**config.mk**
```make
export PLATFORM = sky130hd
export DESIGN_NAME = websocket_frame_parser_unit
export DESIGN_NICKNAME = d
export VERILOG_FILES = /design/src/sv/wsfp_pkg.sv /design/src/sv/wsfp_in_stage.sv /design/src/sv/wsfp_core.sv /design/src/sv/wsfp_out_stage.sv /design/src/sv/websocket_frame_parser_unit.sv
export SDC_FILE = /design/constraint.sdc
export NUM_CORES = 1
export LEC_CHECK = 0
export ABC_AREA = 1
export BUFFER_PORTS_ARGS = -buffer_cell sky130_fd_sc_hd__buf_4
export CORE_MARGIN = 3
export CORE_UTILIZATION = 47
export CTS_CLUSTER_SIZE = 16
export DETAILED_ROUTE_END_ITERATION = 6
export GPL_TIMING_DRIVEN = 0
export PLACE_DENSITY = 0.65
export SYNTH_ARGS = -nofsm -noshare
export SYNTH_HDL_FRONTEND = slang
export SYNTH_SLANG_ARGS = --single-unit
```
**constraint.sdc**
```tcl
create_clock -name aclk -period 6 [get_ports aclk]
set_input_delay 0.6 -clock aclk [delete_from_list [all_inputs] [get_ports aclk]]
set_output_delay 0.6 -clock aclk [all_outputs]
set_load 0.02 [all_outputs]
```
**src/sv/wsfp_pkg.sv**
```systemverilog
// shared types and constants for the websocket frame parser
`default_nettype none

package wsfp_pkg;

    localparam logic [2:0] KIND_DATA       = 3'd0;
    localparam logic [2:0] KIND_MSG_END    = 3'd1;
    localparam logic [2:0] KIND_PONG_BYTE  = 3'd2;
    localparam logic [2:0] KIND_PONG_EMPTY = 3'd3;
    localparam logic [2:0] KIND_CLOSE      = 3'd4;
    localparam logic [2:0] KIND_BAD_LEN    = 3'd5;

    localparam logic [3:0] OP_CONT = 4'h0;
    localparam logic [3:0] OP_TEXT = 4'h1;
    localparam logic [3:0] OP_BIN  = 4'h2;
    localparam logic [3:0] OP_PING = 4'h9;
    localparam logic [3:0] OP_PONG = 4'hA;

    localparam logic [6:0] LEN_EXT16 = 7'd126;
    localparam logic [6:0] LEN_EXT64 = 7'd127;

    typedef struct packed {
        logic [2:0] kind;
        logic [7:0] data;
        logic       msg_end;
        logic       last;
    } wsfp_res_t;

endpackage

`default_nettype wire

```
**src/sv/wsfp_in_stage.sv**
```systemverilog
// input register for received bytes
`default_nettype none

module wsfp_in_stage (
    input  wire logic       aclk,
    input  wire logic       aresetn,
    input  wire logic       s_tvalid,
    output logic            s_tready,
    input  wire logic [7:0] s_tdata,
    input  wire logic       process,
    output logic            in_valid,
    output logic [7:0]      in_byte
);

    logic       in_valid_reg;
    logic       in_valid_next;
    logic [7:0] in_byte_reg;
    logic       take;

    assign s_tready = !in_valid_reg || process;
    assign take     = s_tvalid && s_tready;

    always_comb begin
        in_valid_next = in_valid_reg;
        if (take) begin
            in_valid_next = 1'b1;
        end else if (process) begin
            in_valid_next = 1'b0;
        end
    end

    always_ff @(posedge aclk) begin
        if (!aresetn) begin
            in_valid_reg <= 1'b0;
        end else begin
            in_valid_reg <= in_valid_next;
        end
    end

    always_ff @(posedge aclk) begin
        if (take) begin
            in_byte_reg <= s_tdata;
        end
    end

    assign in_valid = in_valid_reg;
    assign in_byte  = in_byte_reg;

endmodule

`default_nettype wire

```
**src/sv/wsfp_core.sv**
```systemverilog
// frame header walker, payload unmasking and result selection
`default_nettype none

module wsfp_core (
    input  wire logic          aclk,
    input  wire logic          aresetn,
    input  wire logic          process,
    input  wire logic [7:0]    in_byte,
    output logic               res_valid,
    output wsfp_pkg::wsfp_res_t res
);

    localparam logic [2:0] PH_HDR0 = 3'd0;
    localparam logic [2:0] PH_HDR1 = 3'd1;
    localparam logic [2:0] PH_LEN  = 3'd2;
    localparam logic [2:0] PH_KEY  = 3'd3;
    localparam logic [2:0] PH_PAY  = 3'd4;

    logic [2:0]  phase_reg,   phase_next;
    logic [3:0]  opcode_reg,  opcode_next;
    logic        fin_reg,     fin_next;
    logic        masked_reg,  masked_next;
    logic [3:0]  hbl_reg,     hbl_next;
    logic [31:0] key_reg,     key_next;
    logic [63:0] pl_reg,      pl_next;
    logic [1:0]  idx_reg,     idx_next;
    logic        closing_reg, closing_next;
    logic        bad_reg,     bad_next;

    logic        is_data;
    logic        len_end;
    logic        len_masked;
    logic        key_end;
    logic        hdr_zero;
    logic        hdr_end;
    logic [63:0] pl_shift;
    logic [63:0] pl_dec;
    logic [7:0]  key_byte;
    logic        pay_last;

    assign is_data = (opcode_reg == wsfp_pkg::OP_CONT) || (opcode_reg == wsfp_pkg::OP_TEXT)
                  || (opcode_reg == wsfp_pkg::OP_BIN);
    assign pl_shift = {pl_reg[55:0], in_byte};
    assign pl_dec   = pl_reg - 64'd1;
    assign pay_last = (pl_dec == 64'd0);

    always_comb begin
        case (idx_reg)
            2'd0:    key_byte = key_reg[31:24];
            2'd1:    key_byte = key_reg[23:16];
            2'd2:    key_byte = key_reg[15:8];
            default: key_byte = key_reg[7:0];
        endcase
    end

    always_comb begin
        phase_next   = phase_reg;
        opcode_next  = opcode_reg;
        fin_next     = fin_reg;
        masked_next  = masked_reg;
        hbl_next     = hbl_reg;
        key_next     = key_reg;
        pl_next      = pl_reg;
        idx_next     = idx_reg;
        closing_next = closing_reg;
        bad_next     = bad_reg;
        res_valid    = 1'b0;
        res          = '0;
        len_end      = 1'b0;
        len_masked   = masked_reg;
        key_end      = 1'b0;
        hdr_zero     = 1'b0;

        if (!bad_reg) begin
            case (phase_reg)
                PH_HDR0: begin
                    fin_next    = in_byte[7];
                    opcode_next = in_byte[3:0];
                    phase_next  = PH_HDR1;
                end
                PH_HDR1: begin
                    masked_next = in_byte[7];
                    len_masked  = in_byte[7];
                    key_next    = '0;
                    idx_next    = '0;
                    if (in_byte[6:0] < wsfp_pkg::LEN_EXT16) begin
                        pl_next  = {57'd0, in_byte[6:0]};
                        hbl_next = 4'd0;
                        len_end  = 1'b1;
                        hdr_zero = (in_byte[6:0] == 7'd0);
                    end else begin
                        pl_next    = '0;
                        hbl_next   = (in_byte[6:0] == wsfp_pkg::LEN_EXT64) ? 4'd8 : 4'd2;
                        phase_next = PH_LEN;
                    end
                end
                PH_LEN: begin
                    pl_next  = pl_shift;
                    hbl_next = 4'(hbl_reg - 4'd1);
                    if (hbl_next == 4'd0) begin
                        if (pl_shift[63]) begin
                            bad_next     = 1'b1;
                            closing_next = 1'b1;
                            phase_next   = PH_HDR0;
                            res_valid    = 1'b1;
                            res.kind     = wsfp_pkg::KIND_BAD_LEN;
                            res.last     = 1'b1;
                        end else begin
                            len_end  = 1'b1;
                            hdr_zero = (pl_shift == 64'd0);
                        end
                    end
                end
                PH_KEY: begin
                    key_next = {key_reg[23:0], in_byte};
                    hbl_next = 4'(hbl_reg - 4'd1);
                    if (hbl_next == 4'd0) begin
                        key_end  = 1'b1;
                        hdr_zero = (pl_reg == 64'd0);
                    end
                end
                PH_PAY: begin
                    idx_next = 2'(idx_reg + 2'd1);
                    pl_next  = pl_dec;
                    if (pay_last) begin
                        phase_next = PH_HDR0;
                    end
                    if (is_data) begin
                        res_valid   = 1'b1;
                        res.kind    = wsfp_pkg::KIND_DATA;
                        res.data    = in_byte ^ key_byte;
                        res.msg_end = pay_last && fin_reg;
                        res.last    = pay_last;
                    end else if (opcode_reg == wsfp_pkg::OP_PING) begin
                        if (!closing_reg) begin
                            res_valid = 1'b1;
                            res.kind  = wsfp_pkg::KIND_PONG_BYTE;
                            res.data  = in_byte ^ key_byte;
                            res.last  = pay_last;
                        end
                    end else if (opcode_reg != wsfp_pkg::OP_PONG && pay_last) begin
                        if (!closing_reg) begin
                            closing_next = 1'b1;
                            res_valid    = 1'b1;
                            res.kind     = wsfp_pkg::KIND_CLOSE;
                            res.last     = 1'b1;
                        end
                    end
                end
                default: begin
                    phase_next = PH_HDR0;
                end
            endcase

            if (len_end && len_masked) begin
                hbl_next   = 4'd4;
                phase_next = PH_KEY;
            end

            hdr_end = (len_end && !len_masked) || key_end;
            if (hdr_end) begin
                if (!hdr_zero) begin
                    phase_next = PH_PAY;
                end else begin
                    phase_next = PH_HDR0;
                    if (is_data) begin
                        if (fin_reg) begin
                            res_valid   = 1'b1;
                            res.kind    = wsfp_pkg::KIND_MSG_END;
                            res.msg_end = 1'b1;
                            res.last    = 1'b1;
                        end
                    end else if (opcode_reg == wsfp_pkg::OP_PING) begin
                        if (!closing_reg) begin
                            res_valid = 1'b1;
                            res.kind  = wsfp_pkg::KIND_PONG_EMPTY;
                            res.last  = 1'b1;
                        end
                    end else if (opcode_reg != wsfp_pkg::OP_PONG) begin
                        if (!closing_reg) begin
                            closing_next = 1'b1;
                            res_valid    = 1'b1;
                            res.kind     = wsfp_pkg::KIND_CLOSE;
                            res.last     = 1'b1;
                        end
                    end
                end
            end
        end else begin
            hdr_end = 1'b0;
        end
    end

    always_ff @(posedge aclk) begin
        if (!aresetn) begin
            phase_reg   <= PH_HDR0;
            opcode_reg  <= '0;
            fin_reg     <= 1'b0;
            masked_reg  <= 1'b0;
            hbl_reg     <= '0;
            key_reg     <= '0;
            pl_reg      <= '0;
            idx_reg     <= '0;
            closing_reg <= 1'b0;
            bad_reg     <= 1'b0;
        end else if (process) begin
            phase_reg   <= phase_next;
            opcode_reg  <= opcode_next;
            fin_reg     <= fin_next;
            masked_reg  <= masked_next;
            hbl_reg     <= hbl_next;
            key_reg     <= key_next;
            pl_reg      <= pl_next;
            idx_reg     <= idx_next;
            closing_reg <= closing_next;
            bad_reg     <= bad_next;
        end
    end

endmodule

`default_nettype wire

```
**src/sv/wsfp_out_stage.sv**
```systemverilog
// result register towards the master side
`default_nettype none

module wsfp_out_stage (
    input  wire logic                aclk,
    input  wire logic                aresetn,
    input  wire logic                load,
    input  wire wsfp_pkg::wsfp_res_t res,
    output logic                     out_free,
    output logic                     m_tvalid,
    input  wire logic                m_tready,
    output logic [7:0]               m_tdata,
    output logic [3:0]               m_tuser,
    output logic                     m_tlast
);

    logic                out_valid_reg;
    logic                out_valid_next;
    wsfp_pkg::wsfp_res_t out_res_reg;

    assign out_free = !out_valid_reg || m_tready;

    always_comb begin
        out_valid_next = out_valid_reg;
        if (load) begin
            out_valid_next = 1'b1;
        end else if (m_tready) begin
            out_valid_next = 1'b0;
        end
    end

    always_ff @(posedge aclk) begin
        if (!aresetn) begin
            out_valid_reg <= 1'b0;
        end else begin
            out_valid_reg <= out_valid_next;
        end
    end

    always_ff @(posedge aclk) begin
        if (load) begin
            out_res_reg <= res;
        end
    end

    assign m_tvalid = out_valid_reg;
    assign m_tdata  = out_res_reg.data;
    assign m_tuser  = {out_res_reg.msg_end, out_res_reg.kind};
    assign m_tlast  = out_res_reg.last;

endmodule

`default_nettype wire

```
**src/sv/websocket_frame_parser_unit.sv**
```systemverilog
// top level of the websocket receive frame parser
// a byte waits in the input register until it is processed, and its result is then registered in the output stage
// throughput: one byte per cycle while results are not held up by m_tready, at most one result per byte
// the next byte is taken while a finished result waits on m_tready only if the held byte yields no result
// reset: synchronous active-low aresetn returns the parser to the first header byte
// a bad length stops all output until the next reset
`default_nettype none

module websocket_frame_parser_unit (
    input  wire logic       aclk,
    input  wire logic       aresetn,
    input  wire logic       s_tvalid,
    output logic            s_tready,
    input  wire logic [7:0] s_tdata,   // rx_byte
    output logic            m_tvalid,
    input  wire logic       m_tready,
    output logic [7:0]      m_tdata,   // out_byte
    output logic [3:0]      m_tuser,   // out_kind[2:0], msg_end[3]
    output logic            m_tlast    // frame_last
);

    logic                in_valid;
    logic [7:0]          in_byte;
    logic                process;
    logic                res_valid;
    logic                out_free;
    wsfp_pkg::wsfp_res_t res;

    assign process = in_valid && (out_free || !res_valid);

    wsfp_in_stage u_in (
        .aclk     (aclk),
        .aresetn  (aresetn),
        .s_tvalid (s_tvalid),
        .s_tready (s_tready),
        .s_tdata  (s_tdata),
        .process  (process),
        .in_valid (in_valid),
        .in_byte  (in_byte)
    );

    wsfp_core u_core (
        .aclk      (aclk),
        .aresetn   (aresetn),
        .process   (process),
        .in_byte   (in_byte),
        .res_valid (res_valid),
        .res       (res)
    );

    wsfp_out_stage u_out (
        .aclk     (aclk),
        .aresetn  (aresetn),
        .load     (process && res_valid),
        .res      (res),
        .out_free (out_free),
        .m_tvalid (m_tvalid),
        .m_tready (m_tready),
        .m_tdata  (m_tdata),
        .m_tuser  (m_tuser),
        .m_tlast  (m_tlast)
    );

endmodule

`default_nettype wire

```
After elaboration in Yosys (flattened, before gate mapping)

Cells that the tools add are included.

Input port bits: 12
Register bits: 136
Word-level logic and storage cells: 177

Bitwise logic cells: 3
Equality and inequality tests: 16
Mux-type cells: 97
Reduce and logical (&&, ||, !) cells: 40
Magnitude comparators: 1
$add $sub $neg: 3

Operators by type and width:

| kind                                                                    | number |
|---|---|
| 64-bit zero test                                                        | 3 |
| 64-bit case mux with 3 select lines                                     | 1 |
| 32-bit case mux with 2 select lines                                     | 1 |
| 64-bit by 1-bit subtractor with 64-bit output, second input constant    | 1 |
| 3-bit two-way mux                                                       | 20 |
| 1-bit two-way mux                                                       | 55 |
| 8-bit case mux with 3 select lines                                      | 1 |
| 3-bit case mux with 5 select lines                                      | 1 |
| 3-bit AND reduction                                                     | 5 |
| 4-bit two-way mux                                                       | 3 |
| 4-bit by 1-bit inequality test with 1-bit output, second input constant | 3 |
| 11-bit two-way mux                                                      | 1 |
| 10-bit two-way mux                                                      | 1 |
| 4-bit zero test                                                         | 2 |
| 8-bit two-way mux                                                       | 1 |
| 4-bit inequality test, second input constant                            | 2 |
| 1-bit case mux with 2 select lines                                      | 4 |
| 4-bit case mux with 2 select lines                                      | 1 |
| 2-bit nonzero test                                                      | 4 |
| 8-bit bitwise XOR                                                       | 1 |
| 7-bit equality test, second input constant                              | 1 |
| 1-bit logical AND                                                       | 7 |
| 7-bit zero test                                                         | 1 |
| 7-bit less-than comparator, second input constant                       | 1 |
| 25 further kinds                                                        | 39 |

Depth between registers and ports, before layout

Depth in word-level cells: 20
Depth in mapped cells: 24
Gate-level depth less buffers: 23

Modules after synthesis

Synthesis repeated with hierarchy kept, for this count alone.

Cells, all modules: 1,409
Area total of the unflattened synthesis: 8,956.1 µm²

Modules (own cells, without submodules):

| module                      | area each (µm²) | sequential area each (µm²) | times used | cells each |
|---|---|---|---|---|
| wsfp_core                   | 8,202.9         | 2,262.2                    | 1          | 1,370 |
| wsfp_out_stage              | 436.7           | 410.4                      | 1          | 19 |
| wsfp_in_stage               | 291.5           | 260.2                      | 1          | 15 |
| websocket_frame_parser_unit | 25.0            | 0.0                        | 1          | 5 |

Least setup slack after synthesis

No wires, ideal clock.

Kind: register -> register
Start point: register u_core.pl_reg[1]
End point: register u_out.out_res_reg, in the netlist u_out.m_tdata[0] (enable)
Clock period less this slack: 2,763 ps
Library setup time: 349 ps
Path slack: 3,237 ps
Cell stages (with the launch flop): 21
Data arrival time: 2,414 ps
Data required time: 5,651 ps
Cells stage by stage: dfxtp_1 inv_1 ha_1 nand2_4 nor2_8 nand2_2 nor2_2 nand4_1 nand2_1 nor2_1 inv_2 nor2_1 nand2_1 nor2_1 nand4_1 nand2_1 nand2_1 nand2_1 nor2_1 nand2_1 inv_1

Longest elaborated chain between the ends: 18
Elaborated cells on any way between the ends: 26

RTL lines:

| item                                          | line                               | text |
|---|---|---|
| from (decl)                                   | wsfp_core.sv:25                    | `logic [63:0] pl_reg, pl_next;` |
| from (signal assigned)                        | wsfp_core.sv:213                   | `pl_reg <= pl_next;` |
| 64-bit by 1-bit subtractor with 64-bit output | wsfp_core.sv:44                    | `assign pl_dec = pl_reg - 64'd1;` |
| 64-bit zero test                              | wsfp_core.sv:45                    | `assign pay_last = (pl_dec == 64'd0);` |
| 1-bit logical AND                             | wsfp_core.sv:141                   | `end else if (opcode_reg != wsfp_pkg::OP_PONG && pay_last) begin` |
| 1-bit two-way mux                             | wsfp_core.sv:141                   |  |
| 1-bit two-way mux                             | wsfp_core.sv:134                   | `end else if (opcode_reg == wsfp_pkg::OP_PING) begin` |
| 1-bit two-way mux                             | wsfp_core.sv:128                   | `if (is_data) begin` |
| 1-bit case mux with 2 select lines            | wsfp_core.sv:75                    | `case (phase_reg)` |
| 1-bit two-way mux                             | wsfp_core.sv:174, wsfp_core.sv:180 |  |
| [... 3 more ...]                              | -                                  |  |
| 1-bit two-way mux                             | wsfp_core.sv:162                   | `if (!hdr_zero) begin` |
| 1-bit two-way mux *                           | wsfp_core.sv:161                   | `if (hdr_end) begin` |
| 1-bit two-way mux *                           | wsfp_core.sv:74                    | `if (!bad_reg) begin` |
| 1-bit zero test                               | websocket_frame_parser_unit.sv:29  | `assign process = in_valid && (out_free \|\| !res_valid);` |
| 1-bit logical OR                              | websocket_frame_parser_unit.sv:29  |  |
| 1-bit logical AND                             | websocket_frame_parser_unit.sv:29  |  |
| 1-bit logical AND *                           | websocket_frame_parser_unit.sv:54  | `.load (process && res_valid),` |
| net u_out.load                                | wsfp_out_stage.sv:7                | `input wire logic load,` |
| to (signal assigned)                          | wsfp_out_stage.sv:42               | `out_res_reg <= res;` |
| to (decl)                                     | wsfp_out_stage.sv:19               | `wsfp_pkg::wsfp_res_t out_res_reg;` |

Mark *: on every way through the listed nets, which the timed path passes. The rest lies on a longest branch. The select of a mux whose other input is x is not followed.
A chain may end at the register's enable or synchronous reset.

Worst setup path in the final report

Start point: register u_core.pl_reg[2]
End point: output port s_tready

Longest elaborated chain between the ends: 18
Elaborated cells on any way between the ends: 26

RTL lines:

| item                                          | line                               | text |
|---|---|---|
| 64-bit by 1-bit subtractor with 64-bit output | wsfp_core.sv:44                    |  |
| 64-bit zero test                              | wsfp_core.sv:45                    |  |
| 1-bit logical AND                             | wsfp_core.sv:141                   |  |
| 1-bit two-way mux                             | wsfp_core.sv:141                   |  |
| 1-bit two-way mux                             | wsfp_core.sv:134                   |  |
| 1-bit two-way mux                             | wsfp_core.sv:128                   |  |
| 1-bit case mux with 2 select lines            | wsfp_core.sv:75                    |  |
| 1-bit two-way mux                             | wsfp_core.sv:174, wsfp_core.sv:180 |  |
| [... 2 more ...]                              | -                                  |  |
| 1-bit two-way mux                             | wsfp_core.sv:166                   | `if (is_data) begin` |
| 1-bit two-way mux                             | wsfp_core.sv:162                   |  |
| 1-bit two-way mux *                           | wsfp_core.sv:161                   |  |
| 1-bit two-way mux *                           | wsfp_core.sv:74                    |  |
| 1-bit zero test *                             | websocket_frame_parser_unit.sv:29  |  |
| 1-bit logical OR *                            | websocket_frame_parser_unit.sv:29  |  |
| 1-bit logical AND *                           | websocket_frame_parser_unit.sv:29  |  |
| 1-bit logical OR *                            | wsfp_in_stage.sv:20                | `assign s_tready = !in_valid_reg \|\| process;` |
| to (decl)                                     | websocket_frame_parser_unit.sv:13  | `output logic s_tready,` |

Every way passes the cells marked *; elsewhere a longest branch is shown, timed or not. The select of a mux whose other input is x is not followed.

==> metrics.md <==
| Metric | Value |
|---|---|
| I/O Buffers | `26` |
| CTS tree | `built` |
| DRC violations left | `0` |
| Setup TNS Final | `0 ns` |
| Die ar. | `22,600 um^2` |
| All-layer global routing usage | `0.318` |
| Leakage | `5.24 nW` |
| Grt ovf | `0` |
| Slew HR | `0.423` |
| PD cells | `333 nW/um^2` |
| Area delta synth->final | `11.7%` |
| Worst Path Max Fanout | `5` |
| Tcrit/Tclk final | `0.728` |
| Clock Path Buffers | `2` |
| Commonest non-fill, non-tap cell in the layout | `nand2_1` |
| Die span in y | `150 um` |
| End of the worst register-to-register path | `u_core.pl_reg[15]$_SDFFE_PN0P_` |
| Final Max Tran Viols | `0` |
| Die width | `150 um` |
| Vias | `10.8k` |
| DRT iter0 DRCs | `1,101` |
| WP data arrival | `3.77 ns` |
| Pint | `0.00198 W` |
| Site Rows | `52` |
| GPL Wtd Cong | `1.00` |
| Sequential share of power | `0.282` |
| Core region area | `20,400 um^2` |
| Antenna cell count | `0` |
| Clock power frac | `0.315` |
| Sw Share | `0.456` |
| # hold bufs at CTS | `0` |
| MaxCap Viol Count | `0` |
| Tightest Pin Transition | `0.863 ns` |
| Hold Path Depth | `1` |
| Min-delay src | `s_tdata[5]` |
| RSZ-0062 raised after global routing | `no` |
| DR WL/cell | `17.4 um` |
| Crit path time final | `4.37 ns` |
| Overall routed net length | `35.7 mm` |
| Worst r2r src | `u_core.pl_reg[2]$_SDFFE_PN0P_` |
| First-pass GRT wire length | `55.1 mm` |
| R2R cell count | `21` |
| Pwr Total | `0.00364 W` |
| Post_cts resized | `0` |
| CTS H-tree lvls | `4` |
| Clock Skews | `0.0121 ns` |
| Vias in the first global route | `9,761` |
| Achievable frequency | `229 MHz` |
| Post-DP HPWL | `27.5 mm` |
| Crit path kind | `flip-flop to primary output` |
| Seq cells post-synth | `136` |
| Layout cells sized above 1 | `0.0645` |
| Combinational share of power | `0.403` |
| Vias per cell | `5.26` |
| Starting Density | `0.481` |
| Req. time, crit path | `5.40 ns` |
| Syn_nets | `1,745` |
| Clock Latency Late Sink | `0.44 ns` |
| Status | `finished clean` |
| Max VDD drop | `0.196 mV` |
| Endpoint type of the worst setup path | `primary output` |
| Initial antenna violation count | `0` |
| Yosys warnings | `0` |
| CTS buffer count | `17` |
| HP Class | `primary input to flip-flop` |
| Final nets | `1,790` |
| Largest register FFs | `64` |
| Final ANT Viol Nets | `0` |
| Setup bufs post-CTS | `0` |
| Most frequent cells in the layout | `nand2_1, nor2_1, inv_1` |
| R2R Setup Slk | `1.85 ns` |
| CTS clk-pin slew, worst paths | `0.07 ns` |
| Top Ports | `27` |
| Fillcell total | `2,188` |
| Fin. Hold Viols | `0` |
| Post-Syn Area | `9800 um^2` |
| Avg Cell Area, Syn | `5.68 um^2` |
| Startpoint Class | `flip-flop` |
| Worst Hold End | `u_in.in_byte[5]$_DFFE_PP_` |
| Number of iterations in the first detailed-routing pass | `5` |
| Netlist cell types | `36` |
| Sequential element share of the synthesized area | `0.299` |
| Final setup violation count | `0` |
| Sw Pwr | `0.00166 W` |
| Clock sink count | `136` |
| Pin count of the biggest net entering global routing | `17` |
| Root Driver | `clkbuf_16` |
| Post-Syn Instances | `1,724` |
[power groups by stage]
stage	Sequential, W	Clock, W	Combinational (W)
finish	0.00103	0.00115	0.00147
global route	0.00103	0.00119	0.00161
CTS	0.00103	0.00115	0.00142
detailed placement	0.00105	0	0.00141
global placement	0.00105	0	0.00141
floorplan	0.00102	0	0.000991
[worst max path at each step]
stage                                        start                        endpoint  slack, ns  cells after the start
floorplan            u_core.pl_reg[1]$_SDFFE_PN0P_  u_out.m_tdata[0]$_SDFFCE_PP0P_       3.24                     20
global placement     u_core.pl_reg[2]$_SDFFE_PN0P_  u_core.pl_reg[20]$_SDFFE_PN0P_       2.02                     21
detailed placement   u_core.pl_reg[1]$_SDFFE_PN0P_  u_core.pl_reg[41]$_SDFFE_PN0P_       2.03                     22
CTS                  u_core.pl_reg[1]$_SDFFE_PN0P_                        s_tready       1.77                     16
global route        u_core.pl_reg[22]$_SDFFE_PN0P_                        s_tready       1.33                     17
finish               u_core.pl_reg[2]$_SDFFE_PN0P_                        s_tready       1.63                     15
[synth_stat cells]
master     number  share of area
and2_1          4         0.0026
o21ai_0        22          0.011
clkbuf_1       28          0.011
nand3_1        89          0.045
o31ai_1         3         0.0023
nand4_1        18          0.011
clkinv_1       25         0.0096
edfxtp_1       21          0.064
nor2_1        320           0.12
o22ai_1        45          0.029
nor2_8          1         0.0020
and3_1          1        0.00064
o21ai_1         9         0.0046
a2111oi_0       2         0.0018
buf_6           7         0.0080
inv_1         230          0.088
buf_2          14         0.0072
nor3_1          8         0.0041
ha_1            9          0.011
nor2_2         12         0.0077
o21bai_1        2         0.0015
a21oi_1        57          0.029
nand2_4         1         0.0011
dfxtp_1       115           0.23
nor4_1          2         0.0013
nand2_2         6         0.0038
inv_2          10         0.0038
nand2_1       602           0.23
nor2_4          5         0.0057
buf_4           1        0.00077
xor2_1         12          0.011
nand3b_1       11         0.0084
a31oi_1         1        0.00064
a22oi_1        27          0.021
nor3b_1         1        0.00077
buf_1           3         0.0011
[worst max-delay path, stage by stage, from the launching register on]
cell and delay, ns:
dfxtp_1 0.39, nor2_2 0.15, nand2_2 0.13, nor2_2 0.16
nand2_1 0.15, nor2_1 0.69, nand3_1 0.14, nand2_1 0.20
nand2_1 0.11, nor2_1 0.16, nand3_1 0.16, nor2_1 0.28
nand4_1 0.13, nand2_1 0.15, nand3_1 0.14, buf_4 0.19
[logic make-up (layout without fill, tap and decap cells)]
family / count (synthesis) / in the layout / synth area share
xor+xnor: 12 / 12 / 0.0107
fa+ha+maj: 9 / 9 / 0.0115
flops: 136 / 136 / 0.299
simple gates: 1081 / 1081 / 0.448
compound gates: 168 / 168 / 0.101
buf+inv: 318 / 376 / 0.129
[stage by stage]
stage          setup slack [ns]  hold WS [ns]  instances  cell area [um^2]   util
6_report                   1.63         0.339       2052             10900  0.538
5_1_grt                    1.33         0.328       2052             10900  0.538
4_1_cts                    1.77         0.327       2052             10900  0.538
3_5_place_dp               2.03         0.454       2020             10300  0.507
3_3_place_gp               2.02         0.450       2020             10300  0.507
2_1_floorplan              3.24         0.440       1724              9800      -
[layer usage]
metal | track usage | part of all wire | up-vias
li1 | - | - | 5432
met1 | 0.467 | 0.47 | 4864
met2 | 0.466 | 0.42 | 438
met3 | 0.0623 | 0.083 | 61
met4 | 0.100 | 0.030 | 0
met5 | 0 | 0 | -
[cell type report]
type / count / area [um^2] / area share
tap: 270 / 338 / 0.0309
clock inverter: 14 / 168 / 0.0153
buffer: 53 / 273 / 0.0249
clock buffer: 18 / 450 / 0.0411
inverter: 265 / 995 / 0.0909
sequential: 136 / 2930 / 0.268
multi-input combinational: 1270 / 5600 / 0.511
timing repair buffer: 26 / 195 / 0.0178
Power figures use the tool's default switching activity.
